**src/hw/rtl/aimmenc_pkg.sv**
```systemverilog
// Shared types and opcode constants for the ARM immediate instruction encoder.
// No dependencies; imported by every module of the block.
`timescale 1ns / 1ps
`default_nettype none

package aimmenc_pkg;

    localparam int REG_W  = 4;
    localparam int MODE_W = 5;
    localparam int WORD_W = 32;
    localparam int STACK_DEPTH = 3;

    // Opcode times two, S bit clear
    localparam logic [MODE_W-1:0] OPC_AND = 5'h00;
    localparam logic [MODE_W-1:0] OPC_EOR = 5'h02;
    localparam logic [MODE_W-1:0] OPC_SUB = 5'h04;
    localparam logic [MODE_W-1:0] OPC_ADD = 5'h08;
    localparam logic [MODE_W-1:0] OPC_ORR = 5'h18;
    localparam logic [MODE_W-1:0] OPC_MOV = 5'h1a;
    localparam logic [MODE_W-1:0] OPC_BIC = 5'h1c;
    localparam logic [MODE_W-1:0] OPC_MVN = 5'h1e;

    localparam logic [WORD_W-1:0] COND_ALWAYS = 32'he000_0000;
    localparam logic [WORD_W-1:0] IMM_FLAG    = 32'h0200_0000;

    localparam logic [REG_W-1:0] SCRATCH_RESET = 4'd6;

    typedef struct packed {
        logic              valid;
        logic              last;
        logic [WORD_W-1:0] word;
    } emit_t;

    typedef struct packed {
        logic [WORD_W-1:0] cnt_operand;
        logic [WORD_W-1:0] rot_operand;
        logic [WORD_W-1:0] win_operand;
    } unit_req_t;

    typedef struct packed {
        logic [5:0]        ones;
        logic [WORD_W-1:0] rot_next;
        logic              fits;
        logic [WORD_W-1:0] chunk;
        logic [WORD_W-1:0] rest;
    } unit_rsp_t;

endpackage

`default_nettype wire

```
**src/hw/rtl/aimmenc_shared_unit.sv**
```systemverilog
// Shared arithmetic unit: population count, rotate-left-by-two with 8-bit fit test,
// and lowest even-aligned byte window split. Depends on aimmenc_pkg.
`timescale 1ns / 1ps
`default_nettype none

module aimmenc_shared_unit (
    input  aimmenc_pkg::unit_req_t req,
    output aimmenc_pkg::unit_rsp_t rsp
);
    import aimmenc_pkg::*;

    logic [1:0] sum1 [16];
    logic [2:0] sum2 [8];
    logic [3:0] sum3 [4];
    logic [4:0] sum4 [2];

    logic [WORD_W-1:0] low_bit;
    logic [15:0]       pair_hot;
    logic [3:0]        pair_idx;
    logic [WORD_W-1:0] mask;

    // Population count as a balanced adder tree
    always_comb
    begin
        for (int k = 0; k < 16; k++)
        begin
            sum1[k] = {1'b0, req.cnt_operand[2*k]} + {1'b0, req.cnt_operand[2*k+1]};
        end
        for (int k = 0; k < 8; k++)
        begin
            sum2[k] = {1'b0, sum1[2*k]} + {1'b0, sum1[2*k+1]};
        end
        for (int k = 0; k < 4; k++)
        begin
            sum3[k] = {1'b0, sum2[2*k]} + {1'b0, sum2[2*k+1]};
        end
        for (int k = 0; k < 2; k++)
        begin
            sum4[k] = {1'b0, sum3[2*k]} + {1'b0, sum3[2*k+1]};
        end
    end

    assign rsp.ones     = {1'b0, sum4[0]} + {1'b0, sum4[1]};
    assign rsp.rot_next = {req.rot_operand[29:0], req.rot_operand[31:30]};
    assign rsp.fits     = (req.rot_operand[31:8] == 24'd0);

    // Window starts at the even position holding the lowest set bit
    assign low_bit = req.win_operand & (~req.win_operand + 32'd1);

    always_comb
    begin
        pair_idx = 4'd0;
        for (int k = 0; k < 16; k++)
        begin
            pair_hot[k] = low_bit[2*k] | low_bit[2*k+1];
            pair_idx    = pair_idx | (pair_hot[k] ? 4'(k) : 4'd0);
        end
        if (req.win_operand == 32'd0)
        begin
            pair_idx = 4'd15;
        end
    end

    assign mask      = 32'h0000_00ff << {pair_idx, 1'b0};
    assign rsp.chunk = req.win_operand & mask;
    assign rsp.rest  = req.win_operand & ~mask;

endmodule

`default_nettype wire

```
**src/hw/rtl/aimmenc_seq.sv**
```systemverilog
// Encoding sequencer: cheaper-form choice, rotation search, chunk stack and word emission.
// Depends on aimmenc_pkg; drives the shared unit in aimmenc_shared_unit.
`timescale 1ns / 1ps
`default_nettype none

module aimmenc_seq (
    input  wire                            clk,
    input  wire                            rst_n,
    input  wire                            in_valid,
    output logic                           in_ready,
    input  wire  [aimmenc_pkg::MODE_W-1:0] in_mode,
    input  wire  [aimmenc_pkg::REG_W-1:0]  in_dest,
    input  wire  [aimmenc_pkg::REG_W-1:0]  in_src,
    input  wire  [aimmenc_pkg::WORD_W-1:0] in_imm,
    input  wire  [aimmenc_pkg::REG_W-1:0]  scratch,
    input  wire                            out_free,
    output aimmenc_pkg::emit_t             emit,
    output aimmenc_pkg::unit_req_t         unit_req,
    input  aimmenc_pkg::unit_rsp_t         unit_rsp
);
    import aimmenc_pkg::*;

    localparam logic [2:0] ST_IDLE  = 3'd0;
    localparam logic [2:0] ST_CNT   = 3'd1;
    localparam logic [2:0] ST_FORM  = 3'd2;
    localparam logic [2:0] ST_SRCH  = 3'd3;
    localparam logic [2:0] ST_EMIT  = 3'd4;
    localparam logic [2:0] ST_FINAL = 3'd5;

    logic [2:0]        state_reg, state_next;
    logic [MODE_W-1:0] cur_op_reg, cur_op_next;
    logic [REG_W-1:0]  cur_rd_reg, cur_rd_next;
    logic [REG_W-1:0]  cur_rn_reg, cur_rn_next;
    logic [WORD_W-1:0] val_reg, val_next;
    logic [WORD_W-1:0] v_reg, v_next;
    logic [3:0]        ror_reg, ror_next;
    logic [5:0]        ones_reg, ones_next;
    logic              top_reg, top_next;
    logic              fin_reg, fin_next;
    logic [MODE_W-1:0] fin_op_reg, fin_op_next;
    logic [REG_W-1:0]  fin_rd_reg, fin_rd_next;
    logic [REG_W-1:0]  fin_rn_reg, fin_rn_next;
    logic [MODE_W-1:0] chunk_op_reg, chunk_op_next;
    logic [1:0]        sp_reg, sp_next;
    logic [WORD_W-1:0] stack_reg [STACK_DEPTH];
    logic              push;

    logic              noop;
    logic              plain;
    logic [MODE_W-1:0] form_op;
    logic [WORD_W-1:0] form_val;
    logic [WORD_W-1:0] neg_val;
    logic [WORD_W-1:0] stack_top;

    assign neg_val   = ~val_reg + 32'd1;
    assign stack_top = stack_reg[sp_reg - 2'd1];

    assign unit_req.cnt_operand = (state_reg == ST_FORM) ? neg_val : val_reg;
    assign unit_req.rot_operand = v_reg;
    assign unit_req.win_operand = val_reg;

    assign plain = (cur_op_reg == OPC_MOV) || (cur_op_reg == OPC_MVN);

    // A request that leaves its register unchanged produces nothing
    always_comb
    begin
        noop = 1'b0;
        if (top_reg && (cur_rd_reg == cur_rn_reg))
        begin
            if ((cur_op_reg == OPC_ADD || cur_op_reg == OPC_SUB || cur_op_reg == OPC_ORR ||
                 cur_op_reg == OPC_EOR || cur_op_reg == OPC_BIC) && val_reg == 32'd0)
            begin
                noop = 1'b1;
            end
            if (cur_op_reg == OPC_AND && val_reg == 32'hffff_ffff)
            begin
                noop = 1'b1;
            end
        end
    end

    always_comb
    begin
        form_op  = cur_op_reg;
        form_val = val_reg;
        unique case ({cur_op_reg[MODE_W-1:1], 1'b0})
            OPC_ADD:
            begin
                if (ones_reg > unit_rsp.ones)
                begin
                    form_val = neg_val;
                    form_op  = OPC_SUB | {4'd0, cur_op_reg[0]};
                end
            end
            OPC_AND:
            begin
                // ~val has 32 minus the set bits of val
                if (ones_reg > 6'd16)
                begin
                    form_val = ~val_reg;
                    form_op  = OPC_BIC | {4'd0, cur_op_reg[0]};
                end
            end
            OPC_MOV:
            begin
                if (val_reg[31:8] == 24'hff_ffff)
                begin
                    form_val = ~val_reg;
                    form_op  = OPC_MVN | {4'd0, cur_op_reg[0]};
                end
            end
            default:
            begin
            end
        endcase
    end

    always_comb
    begin
        state_next    = state_reg;
        cur_op_next   = cur_op_reg;
        cur_rd_next   = cur_rd_reg;
        cur_rn_next   = cur_rn_reg;
        val_next      = val_reg;
        v_next        = v_reg;
        ror_next      = ror_reg;
        ones_next     = ones_reg;
        top_next      = top_reg;
        fin_next      = fin_reg;
        fin_op_next   = fin_op_reg;
        fin_rd_next   = fin_rd_reg;
        fin_rn_next   = fin_rn_reg;
        chunk_op_next = chunk_op_reg;
        sp_next       = sp_reg;
        push          = 1'b0;
        in_ready      = 1'b0;
        emit.valid    = 1'b0;
        emit.last     = 1'b0;
        emit.word     = COND_ALWAYS | IMM_FLAG |
                        {7'd0, cur_op_reg, cur_rn_reg, cur_rd_reg, ror_reg, v_reg[7:0]};

        unique case (state_reg)
            ST_IDLE:
            begin
                in_ready = 1'b1;
                if (in_valid)
                begin
                    cur_op_next = in_mode;
                    cur_rd_next = in_dest;
                    cur_rn_next = in_src;
                    val_next    = in_imm;
                    top_next    = 1'b1;
                    fin_next    = 1'b0;
                    sp_next     = 2'd0;
                    state_next  = ST_CNT;
                end
            end
            ST_CNT:
            begin
                ones_next  = unit_rsp.ones;
                state_next = ST_FORM;
            end
            ST_FORM:
            begin
                if (noop)
                begin
                    state_next = ST_IDLE;
                end
                else
                begin
                    cur_op_next = form_op;
                    val_next    = form_val;
                    v_next      = form_val;
                    ror_next    = 4'd0;
                    state_next  = ST_SRCH;
                end
            end
            ST_SRCH:
            begin
                if (unit_rsp.fits)
                begin
                    state_next = ST_EMIT;
                end
                else if (ror_reg == 4'd15)
                begin
                    // Split: park the low window, build the rest with MOV or MVN
                    if (top_reg)
                    begin
                        fin_next    = !plain;
                        fin_op_next = cur_op_reg;
                        fin_rd_next = cur_rd_reg;
                        fin_rn_next = cur_rn_reg;
                    end
                    chunk_op_next = (cur_op_reg == OPC_MVN) ? OPC_BIC : OPC_ORR;
                    cur_op_next   = (cur_op_reg == OPC_MVN) ? OPC_MVN : OPC_MOV;
                    cur_rd_next   = plain ? cur_rd_reg : scratch;
                    cur_rn_next   = '0;
                    val_next      = unit_rsp.rest;
                    push          = 1'b1;
                    sp_next       = sp_reg + 2'd1;
                    top_next      = 1'b0;
                    state_next    = ST_CNT;
                end
                else
                begin
                    v_next   = unit_rsp.rot_next;
                    ror_next = ror_reg + 4'd1;
                end
            end
            ST_EMIT:
            begin
                if (out_free)
                begin
                    emit.valid = 1'b1;
                    emit.last  = (sp_reg == 2'd0) && !fin_reg;
                    if (sp_reg != 2'd0)
                    begin
                        // Pop the highest pending window into the scratch build
                        val_next    = stack_top;
                        v_next      = stack_top;
                        ror_next    = 4'd0;
                        sp_next     = sp_reg - 2'd1;
                        cur_op_next = chunk_op_reg;
                        cur_rn_next = cur_rd_reg;
                        state_next  = ST_SRCH;
                    end
                    else if (fin_reg)
                    begin
                        state_next = ST_FINAL;
                    end
                    else
                    begin
                        state_next = ST_IDLE;
                    end
                end
            end
            ST_FINAL:
            begin
                emit.word = COND_ALWAYS |
                            {7'd0, fin_op_reg, fin_rn_reg, fin_rd_reg, 8'd0, scratch};
                if (out_free)
                begin
                    emit.valid = 1'b1;
                    emit.last  = 1'b1;
                    fin_next   = 1'b0;
                    state_next = ST_IDLE;
                end
            end
            default:
            begin
                state_next = ST_IDLE;
            end
        endcase
    end

    always_ff @(posedge clk or negedge rst_n)
    begin
        if (!rst_n)
        begin
            state_reg <= ST_IDLE;
            top_reg   <= 1'b0;
            fin_reg   <= 1'b0;
            sp_reg    <= 2'd0;
        end
        else
        begin
            state_reg <= state_next;
            top_reg   <= top_next;
            fin_reg   <= fin_next;
            sp_reg    <= sp_next;
        end
    end

    always_ff @(posedge clk)
    begin
        cur_op_reg   <= cur_op_next;
        cur_rd_reg   <= cur_rd_next;
        cur_rn_reg   <= cur_rn_next;
        val_reg      <= val_next;
        v_reg        <= v_next;
        ror_reg      <= ror_next;
        ones_reg     <= ones_next;
        fin_op_reg   <= fin_op_next;
        fin_rd_reg   <= fin_rd_next;
        fin_rn_reg   <= fin_rn_next;
        chunk_op_reg <= chunk_op_next;
        if (push)
        begin
            stack_reg[sp_reg] <= unit_rsp.chunk;
        end
    end

`ifndef NO_ASSERTIONS
    a_busy_after_accept: assert property (@(posedge clk) disable iff (!rst_n)
        (in_valid && in_ready) |=> !in_ready)
        else $error("sequencer still ready after taking a transaction");

    a_emit_needs_slot: assert property (@(posedge clk) disable iff (!rst_n)
        emit.valid |-> out_free)
        else $error("word emitted while output register is occupied");

    a_final_not_plain: assert property (@(posedge clk) disable iff (!rst_n)
        fin_reg |-> (fin_op_reg != OPC_MOV && fin_op_reg != OPC_MVN))
        else $error("register-form word pending for a plain MOV or MVN");

    a_last_ends_request: assert property (@(posedge clk) disable iff (!rst_n)
        (emit.valid && emit.last) |=> (state_reg == ST_IDLE))
        else $error("last word emitted but sequence continues");
`endif

endmodule

`default_nettype wire

```
**src/hw/rtl/aimmenc_out_reg.sv**
```systemverilog
// Output register stage for encoded instruction words on the master stream side.
// Depends on aimmenc_pkg.
`timescale 1ns / 1ps
`default_nettype none

module aimmenc_out_reg (
    input  wire                            clk,
    input  wire                            rst_n,
    input  aimmenc_pkg::emit_t             emit,
    output logic                           out_free,
    output logic                           m_tvalid,
    input  wire                            m_tready,
    output logic [aimmenc_pkg::WORD_W-1:0] m_tdata,
    output logic                           m_tlast
);
    import aimmenc_pkg::*;

    logic              valid_reg;
    logic [WORD_W-1:0] data_reg;
    logic              last_reg;

    assign out_free = !valid_reg || m_tready;
    assign m_tvalid = valid_reg;
    assign m_tdata  = data_reg;
    assign m_tlast  = last_reg;

    always_ff @(posedge clk or negedge rst_n)
    begin
        if (!rst_n)
        begin
            valid_reg <= 1'b0;
        end
        else if (emit.valid)
        begin
            valid_reg <= 1'b1;
        end
        else if (m_tready)
        begin
            valid_reg <= 1'b0;
        end
    end

    always_ff @(posedge clk)
    begin
        if (emit.valid)
        begin
            data_reg <= emit.word;
            last_reg <= emit.last;
        end
    end

endmodule

`default_nettype wire

```
**src/hw/rtl/arm_immediate_instruction_encoder_top.sv**
```systemverilog
// Top level of the ARM data-processing immediate encoder: scratch register,
// sequencer, shared unit and output stage. Depends on aimmenc_pkg and all aimmenc_* modules.
`timescale 1ns / 1ps
`default_nettype none

// Takes one data-processing request per slave transaction and returns zero to five
// condition-always instruction words, the final one flagged by m_tlast. The block takes
// a request only when idle and is busy until its last word is in the output register.
// Each encode level counts the set bits, chooses the form, then tries even rotations
// (1 to 16) in the shared rotate unit; each word is emitted when the output register is
// free. A split immediate re-runs the search for every chunk. A no-op request ends after
// the form choice with no words. Stalls on m_tready hold back word emission. cfg_wdata is
// taken as the scratch register number on any edge with cfg_we high (reset value 6);
// write it only when idle.
module arm_immediate_instruction_encoder_top (
    input  wire         clk,
    input  wire         rst_n,
    input  wire         s_tvalid,
    output logic        s_tready,
    input  wire  [47:0] s_tdata,   // mode[4:0], dest_reg[8:5], src_reg[12:9], immediate[44:13]
    output logic        m_tvalid,
    input  wire         m_tready,
    output logic [31:0] m_tdata,   // instruction_word[31:0]
    output logic        m_tlast,
    input  wire         cfg_we,
    input  wire  [3:0]  cfg_wdata
);
    import aimmenc_pkg::*;

    logic [REG_W-1:0] scratch_reg;
    logic             out_free;
    emit_t            emit;
    unit_req_t        unit_req;
    unit_rsp_t        unit_rsp;

    always_ff @(posedge clk or negedge rst_n)
    begin
        if (!rst_n)
        begin
            scratch_reg <= SCRATCH_RESET;
        end
        else if (cfg_we)
        begin
            scratch_reg <= cfg_wdata;
        end
    end

    aimmenc_shared_unit u_unit (
        .req (unit_req),
        .rsp (unit_rsp)
    );

    aimmenc_seq u_seq (
        .clk      (clk),
        .rst_n    (rst_n),
        .in_valid (s_tvalid),
        .in_ready (s_tready),
        .in_mode  (s_tdata[4:0]),
        .in_dest  (s_tdata[8:5]),
        .in_src   (s_tdata[12:9]),
        .in_imm   (s_tdata[44:13]),
        .scratch  (scratch_reg),
        .out_free (out_free),
        .emit     (emit),
        .unit_req (unit_req),
        .unit_rsp (unit_rsp)
    );

    aimmenc_out_reg u_out (
        .clk      (clk),
        .rst_n    (rst_n),
        .emit     (emit),
        .out_free (out_free),
        .m_tvalid (m_tvalid),
        .m_tready (m_tready),
        .m_tdata  (m_tdata),
        .m_tlast  (m_tlast)
    );

endmodule

`default_nettype wire

```
**config.mk**
```make
export PLATFORM = sky130hd
export DESIGN_NAME = arm_immediate_instruction_encoder_top
export DESIGN_NICKNAME = d
export VERILOG_FILES = /design/src/hw/rtl/aimmenc_pkg.sv /design/src/hw/rtl/aimmenc_shared_unit.sv /design/src/hw/rtl/aimmenc_seq.sv /design/src/hw/rtl/aimmenc_out_reg.sv /design/src/hw/rtl/arm_immediate_instruction_encoder_top.sv
export SDC_FILE = /design/constraint.sdc
export NUM_CORES = 1
export LEC_CHECK = 0
export BUFFER_PORTS_ARGS = -buffer_cell sky130_fd_sc_hd__buf_2
export CAP_MARGIN = 20
export CORE_AREA = 2 2 173 175
export DETAILED_ROUTE_END_ITERATION = 16
export DIE_AREA = 0 0 175 177
export GPL_TIMING_DRIVEN = 0
export PLACE_DENSITY_LB_ADDON = 0.08
export RECOVER_POWER = 25
export SLEW_MARGIN = 20
export SYNTH_ARGS = -nofsm -noshare
export SYNTH_HDL_FRONTEND = slang
export SYNTH_HIERARCHICAL = 1
export SYNTH_SLANG_ARGS = --single-unit
export TNS_END_PERCENT = 20
```
**constraint.sdc**
```tcl
create_clock -name clk -period 9.1 [get_ports clk]
set_input_delay 0.455 -clock clk [delete_from_list [all_inputs] [get_ports clk]]
set_output_delay 0.455 -clock clk [all_outputs]
set_load 0.02 [all_outputs]
```
==> results of run 1 <==
power by group through the flow:
stage	logic, mW	clock network, mW	registers, mW
2_1_floorplan	0.341	0	1.38
3_3_place_gp	0.425	0	1.42
3_5_place_dp	0.436	0	1.42
4_1_cts	0.441	1.17	1.40
5_1_grt	0.504	1.22	1.41
6_report	0.454	1.15	1.40
kinds of logic (layout without fill, tap and decap cells):
group / Yosys count / count (layout) / synth area share [%]
xor+xnor: 66 / 66 / 4.01
simple gates: 387 / 387 / 14.2
buf+inv: 210 / 372 / 6.81
compound gates: 315 / 315 / 15.1
fa+ha+maj: 45 / 45 / 5.16
other cells: 3 / 12 / 0.0782
flops: 242 / 242 / 50.1
mux: 63 / 63 / 4.60
Yosys cell counts (10+ instances only):
library cell  count  area, µm²
o21ai_0          79        395
nor4_1           21        131
nor2b_1          26        163
mux2_2           25        282
a211oi_1         21        158
mux2i_1          38        380
edfxtp_1        230       6910
dfrtp_1          10        250
buf_4            46        345
a21o_1           14        105
o22ai_1          11       68.8
nor3_1           18       90.1
fa_1             24        480
nand2_1          95        357
and2_1           37        231
xor2_1           36        315
a221o_1          15        150
and3_1           20        125
clkbuf_1         71        267
inv_1            77        289
nand4_1          14       87.6
a2bb2oi_1        10       87.6
a21oi_1          49        245
a22oi_1          18        135
nor2_1           98        368
xnor2_1          30        263
a221oi_1         17        149
ha_1             21        263
metal layers:
metal / GRT usage, % / vias to the layer above
met3: 3.33 / 122
met2: 48.0 / 600
met5: 0 / -
met4: 12.1 / 0
met1: 41.0 / 5576
li1: - / 5134
worst max path at each step:
stage                          start         endpoint  cells after the start
floorplan           u_seq/val_reg[4]  u_seq/v_reg[28]                     30
global placement    u_seq/val_reg[4]  u_seq/v_reg[28]                     30
detailed placement  u_seq/val_reg[4]  u_seq/v_reg[28]                     30
CTS                 u_seq/val_reg[2]   u_seq/v_reg[9]                     30
global route        u_seq/val_reg[2]   u_seq/v_reg[9]                     31
finish              u_seq/val_reg[5]  u_seq/v_reg[29]                     31
area by class of cell:
class / count / area share [%]
plain buffers: 129 / 4.27
flip-flops and latches: 242 / 43.2
well taps: 390 / 2.92
clock inverters: 18 / 1.27
inverters: 78 / 1.75
multi-input cells: 888 / 38.4
repair buffers: 116 / 3.81
clock buffers: 31 / 4.39
what timing repair did:
| action | in CTS | in global routing |
|---|---|---|
| setup endpoints to repair | 62 | 66 |
| hold buffers | 1 | 0 |
| pin swaps | 1 | 7 |
| resized for setup | 21 | 37 |
| buffers inserted | 6 | 10 |
| hold endpoints to repair | 10 | 0 |
metrics by stage:
stage / worst slack [ns] / instance area, µm² / cells / total power, mW / hold WS [ns]
floorplan: 0.769 / 14400 / 1340 / 1.72 / 0.159
global placement: -0.598 / 15400 / 1818 / 1.84 / 0.362
detailed placement: -0.662 / 15500 / 1829 / 1.85 / 0.360
CTS: 0.0300 / 16600 / 1884 / 3.01 / 0.139
global route: 0.0148 / 16700 / 1892 / 3.13 / 0.148
finish: 0.295 / 16700 / 1892 / 3.01 / 0.157
worst max-delay path, delay by kind of cell (launching register included):
kind	cells	cell delay, ns
adders and majority gates	9	3.77
AOI/OAI and AO/OA	6	1.12
and+or+nand+nor	6	1.84
xor gates and xnor gates	2	0.46
DFF	1	0.40
buffers and inverters	8	0.92
==> metrics.csv, run 1 <==
stage,metric,value,unit
cells_and_area,layout_commonest_cell,edfxtp_1,
critical_path,worstPathArrival,9.06,ns
timing,clock-skew-final,0.0192,ns
synth,synth-seq-area-share,50.1,%
clocking,clk_latency,0.55,ns
pwr,power_density,180,nW/µm²
hold_path,min_to,scratch_reg[1],
route,drt-met1-wl,19000,µm
cells_and_area,final_cell_mix,"edfxtp_1, clkbuf_1, nand2_1, nor2_1, inv_1",
cells_and_area,regArea,7210,µm²
clocking,htree_num_levels,1,
clocking,clkTransAtPathRegs,0.06,ns
die,start_util,49.2,%
global_routing,grt-ovfl-total,0,
synth,synth_ff_type,edfxtp_1,
pwr,p_leak,6.53,nW
critical_path,cp_common_cell,fa_1,
cells_and_area,largest_reg_flops,96,
critical_path,worstSetupPathType,reg2reg,
timing,fin_crit_sh,96.8,%
pwr,swShare,23.7,%
clocking,cts_tree,yes,
global_routing,grt_use_total,29.6,%
synth,synth-edff-count,230,
route,wl_met3,3860,µm
timing,hold_viol,0,
hold_path,hold_depth,2,
die,die_x,175,µm
cells_and_area,utilization,57.1,%
timing,worst_pin_slew,1.17,ns
route,vias,11400,
clocking,cts_buffer_depth,3,
synth,syn_avg_cell_area,10.8,µm²
route,drc_errors,0,
place,port-buffer-count,88,
critical_path,reg2reg_depth,31,
route,dr_wl_met2,21000,µm
pwr,p_comb_share,15.1,%
synth,netlist_instances,1331,
timing,slew_viol_final,0,
cells_and_area,area_delta_synth_final,15.9,%
critical_path,reg2reg_slack,0.30,ns
place,gp_congestion,0.977,
timing,setup_viol,0,
global_routing,grt_max_degree,29,
cells_and_area,antenna_cells,0,
die,ios,92,
critical_path,cp_slowest_cell,or4_4,
cells_and_area,drive_gt1_share,17.6,%
die,design.die.area,31000,µm²
synth,synthDistinctLibCells,85,
route,wire_per_inst,24.2,µm
route,routed_wl,45800,µm
die,core_area,29200,µm²
die,dieHeight,177,µm
critical_path,worst_ep_required_time,9.36,ns
pwr,p_int,2.29,mW
synth,synthArstFlopShare,4.96,%
route,vias_per_cell,6.04,
pwr,vdd_drop_max,0.000155,V
route,first_pass_iters,6,
pwr,power_switching,0.713,mW
timing,fmax,114,MHz
hold_path,hold_class,in2reg,
clocking,cts-root-buf,clkbuf_16,
pwr,seqPwrFrac,46.6,%
route,top_layer_used,met4,
clocking,cts_buffers,28,
route,antenna_left,0,
global_routing,antenna_found_initial,1,
timing,layout_min_cycle_time,8.80,ns
route,drt_iter0_drc,1351,
synth,ys_ff_latch,242,
global_routing,grt_pass1_vias,11000,
synth,syn-cell-area,14400,µm²
die,row_count,63,
critical_path,critPathMaxStageDelay,0.58,ns
timing,slew_headroom,21.9,%
job,maxCapViolCount,0,
timing,tns,0,ns
timing,rsz0062_at_grt,false,
place,post-dp-hpwl,35100,µm
cells_and_area,multiInputGateArea,6410,µm²
critical_path,startpoint_type,flop,
cells_and_area,fillers,2611,
synth,ys_warn_count,6,
pwr,clkPwrFrac,38.3,%
critical_path,rr_startpoint,u_seq/val_reg[5],
hold_path,hp-start,cfg_wdata[1],
cells_and_area,nets,1585,
clocking,cts_sinks,242,
critical_path,r2r_end,u_seq/v_reg[29],
critical_path,critPathMaxFanout,9,
global_routing,grt_pass1_wl,68300,µm
critical_path,endpoint_kind,flop,
outcome,status,completed,
Power figures use the tool's default switching activity.
==> run 2, diff against run 1 <==
--- a/config.mk
+++ b/config.mk
@@ -7,13 +7,14 @@
 export LEC_CHECK = 0
 export BUFFER_PORTS_ARGS = -buffer_cell sky130_fd_sc_hd__buf_2
 export CAP_MARGIN = 20
-export CORE_AREA = 2 2 173 175
+export CORE_AREA = 2 2 193 157
+export CTS_CLUSTER_DIAMETER = 80
 export DETAILED_ROUTE_END_ITERATION = 16
-export DIE_AREA = 0 0 175 177
+export DIE_AREA = 0 0 195 159
 export GPL_TIMING_DRIVEN = 0
 export PLACE_DENSITY_LB_ADDON = 0.08
 export RECOVER_POWER = 25
-export SLEW_MARGIN = 20
+export SLEW_MARGIN = 25
 export SYNTH_ARGS = -nofsm -noshare
 export SYNTH_HDL_FRONTEND = slang
 export SYNTH_HIERARCHICAL = 1
==> metrics.csv, run 2 (synthesis results as in run 1) <==
stage,metric,value,unit
place,post-dp-hpwl,35700,µm
clocking,clk_latency,0.55,ns
route,drt_iter0_drc,1555,
clocking,cts_buffers,26,
critical_path,cp_slowest_cell,fa_1,
global_routing,grt-ovfl-total,0,
route,drc_errors,0,
critical_path,cp_common_cell,fa_1,
timing,slew_viol_final,0,
timing,hold_viol,0,
outcome,status,completed,
critical_path,startpoint_type,flop,
route,vias_per_cell,6.17,
cells_and_area,layout_commonest_cell,edfxtp_1,
critical_path,critPathMaxFanout,9,
pwr,vdd_drop_max,0.000164,V
clocking,clkTransAtPathRegs,0.06,ns
timing,clock-skew-final,0.0171,ns
timing,worst_pin_slew,1.37,ns
critical_path,worstSetupPathType,reg2reg,
hold_path,hold_class,in2reg,
critical_path,worst_ep_required_time,9.38,ns
pwr,power,3.01,mW
route,antenna_left,0,
die,design.die.area,31000,µm²
global_routing,antenna_found_initial,0,
timing,rsz0062_at_grt,false,
timing,fin_crit_sh,97.2,%
pwr,power_density,182,nW/µm²
cells_and_area,antenna_cells,0,
cells_and_area,nets,1581,
clocking,cts-root-buf,clkbuf_16,
global_routing,busiest_layer,met1,
die,row_count,56,
clocking,cts_tree,yes,
place,port-buffer-count,88,
die,core_area,29000,µm²
place,dp_slack,-0.715,ns
die,start_util,49.7,%
cells_and_area,utilization,57.2,%
die,ios,92,
critical_path,endpoint_kind,flop,
cells_and_area,largest_reg_flops,96,
timing,tns,0,ns
cells_and_area,area_delta_synth_final,15.3,%
global_routing,grt_pass1_wl,71600,µm
die,die_x,195,µm
global_routing,met1_usage,47.4,%
cells_and_area,drive_gt1_share,17.0,%
clocking,cts_sinks,242,
timing,fmax,113,MHz
cells_and_area,finalInstanceArea,16600,µm²
place,gp_congestion,0.980,
timing,setup_viol,0,
global_routing,grt_use_met2,44.1,%
place,placed_cell_area,15500,µm²
job,maxCapViolCount,0,
route,first_pass_iters,5,
clocking,htree_num_levels,1,
timing,setup_ws,0.254,ns
pwr,p_leak,6.48,nW
cells_and_area,final_cell_mix,"edfxtp_1, clkbuf_1, nand2_1, nor2_1, inv_1",
global_routing,grt_pass1_vias,11000,
route,routed_wl,48700,µm
global_routing,grt_use_total,31.2,%
timing,slew_headroom,8.36,%
clocking,cts_buffer_depth,3,
timing,layout_min_cycle_time,8.85,ns
route,vias,11600,
critical_path,critPathMaxStageDelay,0.60,ns
global_routing,met3_usage,6.86,%
critical_path,worstPathArrival,9.12,ns
route,wire_per_inst,26.0,µm
cells_and_area,fillers,2562,
die,dieHeight,159,µm
global_routing,grt_max_degree,37,
==> run 2: cell count changes in the layout (fill, tap and decap cells not counted), sizes merged <==
| cell | change |
|---|---|
| buf | -5 |
| bufinv | +1 |
| clkbuf | +4 |
| clkinv | -4 |
| clkinvlp | +1 |
==> run 2: final timing paths <==
kind,endpoint,depth (start not counted),slack [ns],startpoint
setup / recovery,u_seq/v_reg[9],30,0.25,u_seq/val_reg[5]
hold / removal,scratch_reg[3],2,0.14,cfg_wdata[3]
setup reg to reg,u_seq/v_reg[9],30,0.25,u_seq/val_reg[5]
hold reg to reg,u_seq/fin_op_reg[3],0,0.46,u_seq/cur_op_reg[3]
max in group asynchronous,scratch_reg[0],2,8.00,rst_n
min in group asynchronous,u_seq/sp_reg[1],2,0.55,rst_n
==> run 2: power by group <==
| part | internal, mW | total, mW | switching, mW |
|---|---|---|---|
| Sequential | 1.33 | 1.40 | 0.0716 |
| Clock | 0.697 | 1.15 | 0.452 |
| Combinational | 0.251 | 0.463 | 0.212 |
==> run 2: layout make-up <==
type / instances / area (µm²) / area share [%]
inverter: 78 / 293 / 1.76
multi-input combinational: 888 / 6400 / 38.6
clock buffer: 32 / 673 / 4.05
buffer: 132 / 716 / 4.31
tap: 377 / 472 / 2.84
clock inverter: 16 / 244 / 1.47
sequential: 242 / 7210 / 43.4
timing repair buffer: 111 / 596 / 3.59
==> run 2: worst max-delay path: cells and delay by family, from the launching register on <==
| family | cells | cell delay [ns] |
|---|---|---|
| AND/OR/NAND/NOR | 5 | 1.98 |
| XOR/XNOR | 2 | 0.38 |
| buffers and inverters | 7 | 0.71 |
| AO/OA/AOI/OAI | 7 | 1.24 |
| adder cells (fa/ha/maj) | 9 | 3.86 |
| flip-flops | 1 | 0.41 |
==> run 2: stage by stage <==
stage | instances | hold WS (ns)
finish | 1876 | 0.143
global route | 1876 | 0.141
CTS | 1871 | 0.126
detailed placement | 1816 | 0.397
global placement | 1805 | 0.395
floorplan | 1340 | 0.159
==> run 2: routing by layer <==
layer / routed length [µm] / vias up
li1: - / 5139
met1: 21400 / 5623
met2: 19900 / 713
met3: 5660 / 100
met4: 1770 / 0
met5: 0 / -
==> run 2: timing repair <==
item                                   4_1_cts  5_1_grt
hold buffers                                 1        0
pin swaps                                    0        9
setup endpoints to repair                   63       66
gates resized for setup                     19       38
buffers inserted                             6        5
endpoints found under the hold margin       10        0
